`src/assert_macros.svh`:
```
// assertion helpers; clock i_clk and active-low reset i_rst_n must be in scope
`ifndef ASSERT_MACROS_SVH
`define ASSERT_MACROS_SVH
`ifndef SYNTHESIS
`define SPFQ_ASSERT(label, prop) \
    label: assert property (@(posedge i_clk) disable iff (!i_rst_n) (prop)) \
        else $error("check failed");
`define SPFQ_ASSERT_IMPL(label, ante, cons) \
    `SPFQ_ASSERT(label, (ante) |-> (cons))
`else
`define SPFQ_ASSERT(label, prop)
`define SPFQ_ASSERT_IMPL(label, ante, cons)
`endif
`endif

```
`src/spfq_pkg.sv`:
```
`default_nettype none
package spfq_pkg;

    localparam int TAG_W   = 16;
    localparam int CLS_W   = 3;
    localparam int REM_W   = 7;
    localparam int MASK_W  = 8;
    localparam int DEPTH_W = 7;

    // command kinds passed from front to back
    localparam logic [1:0] CMD_PUSH   = 2'd0;
    localparam logic [1:0] CMD_REJECT = 2'd1;
    localparam logic [1:0] CMD_POP    = 2'd2;

    typedef struct packed {
        logic [1:0]        kind;
        logic [CLS_W-1:0]  cls;
        logic [TAG_W-1:0]  tag;
        logic [REM_W-1:0]  rem;
        logic [MASK_W-1:0] mask;
    } t_cmd;

endpackage
`default_nettype wire

```
`src/spfq_ifs.sv`:
```
`default_nettype none
interface spfq_in_if;
    logic        valid;
    logic        ready;
    logic        func;
    logic [3:0]  priority_req;
    logic [15:0] in_tag;
    logic [5:0]  pop_count;
    logic [7:0]  allowed_mask;
    modport source (output valid, func, priority_req, in_tag, pop_count, allowed_mask,
                    input ready);
    modport sink (input valid, func, priority_req, in_tag, pop_count, allowed_mask,
                  output ready);
endinterface

`default_nettype wire

```
`src/spfq_front.sv`:
```
`default_nettype none
`include "assert_macros.svh"
module spfq_front #(
    parameter int NUM_CLASSES = 8,
    parameter int MAX_POP     = 32
) (
    input  wire logic   i_clk,
    input  wire logic   i_rst_n,
    spfq_in_if.sink     i_in,
    output logic        o_cmd_valid,
    output spfq_pkg::t_cmd o_cmd,
    input  wire logic   i_cmd_ready
);

    localparam logic FUNC_POP = 1'b1;
    localparam logic [spfq_pkg::MASK_W-1:0] CLS_MASK =
        spfq_pkg::MASK_W'((1 << NUM_CLASSES) - 1);

    spfq_pkg::t_cmd w_cmd;
    spfq_pkg::t_cmd r_q [2];
    logic           r_wp, r_rp;
    logic [1:0]     r_cnt;
    logic           w_push, w_pop;

    // classify the item
    always_comb begin
        w_cmd      = '0;
        w_cmd.tag  = i_in.in_tag;
        w_cmd.cls  = i_in.priority_req[spfq_pkg::CLS_W-1:0];
        w_cmd.mask = i_in.allowed_mask & CLS_MASK;
        w_cmd.rem  = ({1'b0, i_in.pop_count} > spfq_pkg::REM_W'(MAX_POP))
                   ? spfq_pkg::REM_W'(MAX_POP) : {1'b0, i_in.pop_count};
        if (i_in.func == FUNC_POP) begin
            w_cmd.kind = spfq_pkg::CMD_POP;
        end else if (i_in.priority_req >= 4'(NUM_CLASSES)) begin
            w_cmd.kind = spfq_pkg::CMD_REJECT;
        end else begin
            w_cmd.kind = spfq_pkg::CMD_PUSH;
        end
    end

    assign i_in.ready  = (r_cnt != 2'd2);
    assign w_push      = i_in.valid && i_in.ready;
    assign o_cmd_valid = (r_cnt != 2'd0);
    assign w_pop       = o_cmd_valid && i_cmd_ready;
    assign o_cmd       = r_q[r_rp];

    always_ff @(posedge i_clk) begin
        if (!i_rst_n) begin
            r_wp  <= 1'b0;
            r_rp  <= 1'b0;
            r_cnt <= 2'd0;
        end else begin
            if (w_push) begin
                r_wp <= ~r_wp;
            end
            if (w_pop) begin
                r_rp <= ~r_rp;
            end
            r_cnt <= r_cnt + 2'(w_push) - 2'(w_pop);
        end
    end

    always_ff @(posedge i_clk) begin
        if (w_push) begin
            r_q[r_wp] <= w_cmd;
        end
    end

    `SPFQ_ASSERT(a_q_bound, r_cnt <= 2'd2)

endmodule
`default_nettype wire

```
`src/flat_wrapper.sv`:
```
// flat-port wrapper written by rule: the top's interface ports become plain ports
module spfq_front_flat 
#(
    parameter int NUM_CLASSES = 8,
    parameter int MAX_POP     = 32
)
  (i_clk, i_rst_n, o_cmd_valid, o_cmd, i_cmd_ready, i_in_valid, i_in_func, i_in_priority_req, i_in_in_tag, i_in_pop_count, i_in_allowed_mask, i_in_ready);
  spfq_in_if i_in_i ();
  input  wire logic i_clk;
  input  wire logic i_rst_n;
  output logic o_cmd_valid;
  output spfq_pkg::t_cmd o_cmd;
  input  wire logic i_cmd_ready;
  input wire logic [$bits(i_in_i.valid)-1:0] i_in_valid;
  input wire logic [$bits(i_in_i.func)-1:0] i_in_func;
  input wire logic [$bits(i_in_i.priority_req)-1:0] i_in_priority_req;
  input wire logic [$bits(i_in_i.in_tag)-1:0] i_in_in_tag;
  input wire logic [$bits(i_in_i.pop_count)-1:0] i_in_pop_count;
  input wire logic [$bits(i_in_i.allowed_mask)-1:0] i_in_allowed_mask;
  output wire logic [$bits(i_in_i.ready)-1:0] i_in_ready;
  assign i_in_i.valid = i_in_valid;
  assign i_in_i.func = i_in_func;
  assign i_in_i.priority_req = i_in_priority_req;
  assign i_in_i.in_tag = i_in_in_tag;
  assign i_in_i.pop_count = i_in_pop_count;
  assign i_in_i.allowed_mask = i_in_allowed_mask;
  assign i_in_ready = i_in_i.ready;
  spfq_front #(.NUM_CLASSES(NUM_CLASSES), .MAX_POP(MAX_POP)) u_core (.i_clk(i_clk), .i_rst_n(i_rst_n), .i_in(i_in_i), .o_cmd_valid(o_cmd_valid), .o_cmd(o_cmd), .i_cmd_ready(i_cmd_ready));
endmodule
```
`config.mk`:
```
export PLATFORM = sky130hd
export DESIGN_NAME = spfq_front_flat
export DESIGN_NICKNAME = d
export VERILOG_FILES = /design/src/spfq_pkg.sv /design/src/spfq_ifs.sv /design/src/spfq_front.sv /design/src/flat_wrapper.sv
export VERILOG_INCLUDE_DIRS = /design/src /design/src/src
export SDC_FILE = /design/constraint.sdc
export NUM_CORES = 1
export LEC_CHECK = 0
export ABC_AREA = 1
export BUFFER_PORTS_ARGS = -buffer_cell sky130_fd_sc_hd__buf_4
export CORE_ASPECT_RATIO = 1.1
export CORE_MARGIN = 3
export CORE_UTILIZATION = 30
export DETAILED_ROUTE_END_ITERATION = 10
export HOLD_SLACK_MARGIN = 0.08
export PLACE_DENSITY = 0.56
export SLEW_MARGIN = 10
export SYNTH_ARGS = -nofsm -noshare
export SYNTH_HDL_FRONTEND = slang
export SYNTH_SLANG_ARGS = --single-unit
export TNS_END_PERCENT = 1
```
`constraint.sdc`:
```
create_clock -name i_clk -period 3.05 [get_ports i_clk]
set_input_delay 0.4575 -clock i_clk [delete_from_list [all_inputs] [get_ports i_clk]]
set_output_delay 0.4575 -clock i_clk [all_outputs]
set_load 0.03 [all_outputs]
```
==> metrics.cfg <==
[route]
first_iter_violations=37
routed_wl_um=5170
routed-via-count=1573
vias_per_cell=4.24
drc_errors=0
ant_nets=0
wl_per_cell_um=13.9
drt_pass1_iterations=3

[global_route]
grt_max_degree=25
grt_use_total_pct=9.76
grt_pass1_wl_um=8150
grt_pass1_vias=1662
overflow=0
antenna_found_initial=0

[yosys]
synth_top_family_by_area=multiplexers
async_flop_share_pct=0
post_synth_xor_area_fraction_pct=0
ys_seq_area_share_pct=73.4
syn_area_per_cell_um2=18.2
synthCells=165
ys_warn_count=0
synthDistinctLibCells=15
synth-simple-area-share_pct=3.67
muxShareOfSynthArea_pct=16.9
synth_edf_count=70
yosys.area.top_type=edfxtp_1
synth_top_area_share_pct=70.0
synth-compound-area-share_pct=0.500
synth_commonest_cells=edfxtp_1 (70), mux2_4 (30), inv_1 (15), nor2_1 (15), nand2_1 (9)
synth_fa_ha_area_share_pct=0.834
syn-cell-area_um2=3000
ys_ff_latch=75
synth_most_common_cell=edfxtp_1
synth.top_cells.by_area=edfxtp_1 (70%), mux2_4 (15%), dfxtp_1 (3.3%)
syn_nets=206
synthFlopType=edfxtp_1

[power]
ir_drop_mv=0.349
p_per_area_nw_per_um2=878
cellLeakagePower_nw=1.59

[floorplan]
top_level_ports=77
initial_utilization_pct=31.5
die_h_um=111
core_um2=9540
rows=37
die_w_um=101
die_area_um2=11200

[flow_run]
drv_cap=0

[cts]
numCtsBuffers=9
htreeDepth=3
cts_sinks=75
insertion_delay_ns=0.35
root_buffer=clkbuf_8
clk_path_buf_depth=2
worst_setup_hold_path_clk_slew_ns=0.08
cts_tree=built
post_cts_buffers=0
post_cts_resized=0
hold_buffers=0

[timing]
relSlewSlack_pct=61.6
period_share_pct=75.6
period_needed_ns=2.31
slew_violations=0
rsz0062_at_grt=false
worst_slew_pin_slew_ns=0.577
setup_violations=0
max_freq_mhz=434
hold_viol=0
tns_ns=0
clock_skew_ns=0.00974

[placement]
routabilityCongestion=0.646
dp_hpwl_um=3550
place_area_um2=3680
port_buffers=75

[worst_setup_path]
critPathKind=reg -> out
path_max_fanout=19
worst_setup_path_start_kind=flop
critPathCaptureType=output port
rr_worst_depth=5
worstPathArrival_ns=1.85
reg2reg_slack_ns=1.36
required_ns=2.59
rr_startpoint=u_core.r_cnt[0]
reg2reg_to=u_core.r_q[0][28]

[hold_path]
hold_end=u_core.r_q[0][29]
holdCritPathClass=in -> reg
hold_depth=1
hp-start=i_in_in_tag[15]

[cells_and_area]
syn2layout_area_growth_pct=30.6
fin_area_um2=3920
diodes=0
drive_above_1_share_pct=51.6
nFillCells=887
nets=290

[outcome]
status=complete, no violations

[where the power goes]
part / leakage (nW) / internal [mW] / total, mW / switching [mW]
Combinational: 0.772 / 0.506 / 1.14 / 0.638
Sequential: 0.698 / 1.32 / 1.39 / 0.0760
Clock: 0.117 / 0.542 / 0.902 / 0.360
[cells in the final DEF, fill, tap and decap left out, drive strengths merged]
| cell type | synthesis | layout |
|---|---|---|
| nor2 | 15 | 15 |
| conb | 1 | 1 |
| nand3 | 4 | 4 |
| bufinv | 0 | 3 |
| clkinv | 0 | 3 |
| clkbuf | 1 | 9 |
| mux2 | 35 | 35 |
| ha | 2 | 2 |
| inv | 15 | 15 |
| dfxtp | 5 | 5 |
| buf | 5 | 79 |
| nand2 | 9 | 9 |
| clkinvlp | 0 | 1 |
| a21oi | 3 | 3 |
| edfxtp | 70 | 70 |
[routing by layer]
metal,vias up,global-route usage (%),routed length (um)
met2,54,16.1,2550
met4,0,5.05,124
li1,759,-,-
met1,749,10.1,2020
met5,-,0,0
met3,11,4.78,471
[critical path, cell delays in order, from the launching register on]
cell     delay, ns
dfxtp_2       0.70
buf_12        0.27
mux2_2        0.35
buf_4         0.17
[logic make-up after synthesis]
group | Yosys count
flops | 75
mux | 35
simple gates | 28
buf+inv | 21
compound gates | 3
fa+ha+maj | 2
other cells | 1
[state kept, by name (all words and copies together), names as in the netlist, named ones only]
register,cells
u_core.r_wp,1
u_core.r_rp,1
u_core.r_q,70
u_core.r_cnt,2
[layout make-up]
type                            instances  area (um^2)  share of cell area [%]
Clock buffer                            9          124                    3.16
Clock inverter                          7          115                    2.94
Inverter                               15         56.3                    1.44
Multi-Input combinational cell         69          668                    17.0
Sequential cell                        75         2200                    56.2
Tap cell                              117          146                    3.74
Timing Repair Buffer                   79          606                    15.5
[per-stage QoR]
| stage | cells | power (mW) | worst slack [ns] | utilization [%] | hold slack, ns |
|---|---|---|---|---|---|
| finish | 371 | 3.44 | 0.744 | 41.1 | 0.290 |
| global route | 371 | 3.63 | 0.638 | 41.1 | 0.260 |
| CTS | 371 | 3.50 | 0.701 | 41.1 | 0.263 |
| detailed placement | 355 | 2.59 | 1.09 | 38.6 | 0.507 |
| global placement | 355 | 2.58 | 1.08 | 38.6 | 0.494 |
| floorplan | 165 | 2.23 | 0.401 | - | 0.462 |
[worst max-delay path by stage]
stage / startpoint / end / slack (ns) / cells after the start
final: flop / o_cmd[26] / 0.74 / 3
after global placement: flop / o_cmd[29] / 1.08 / 3
after CTS: flop / o_cmd[26] / 0.70 / 3
after global routing: flop / o_cmd[29] / 0.64 / 3
after floorplan: u_core.r_cnt[0] / u_core.r_q[0][0] / 0.40 / 4
after detailed placement: flop / o_cmd[26] / 1.09 / 3
No activity file was read; power rests on OpenSTA's default activity.
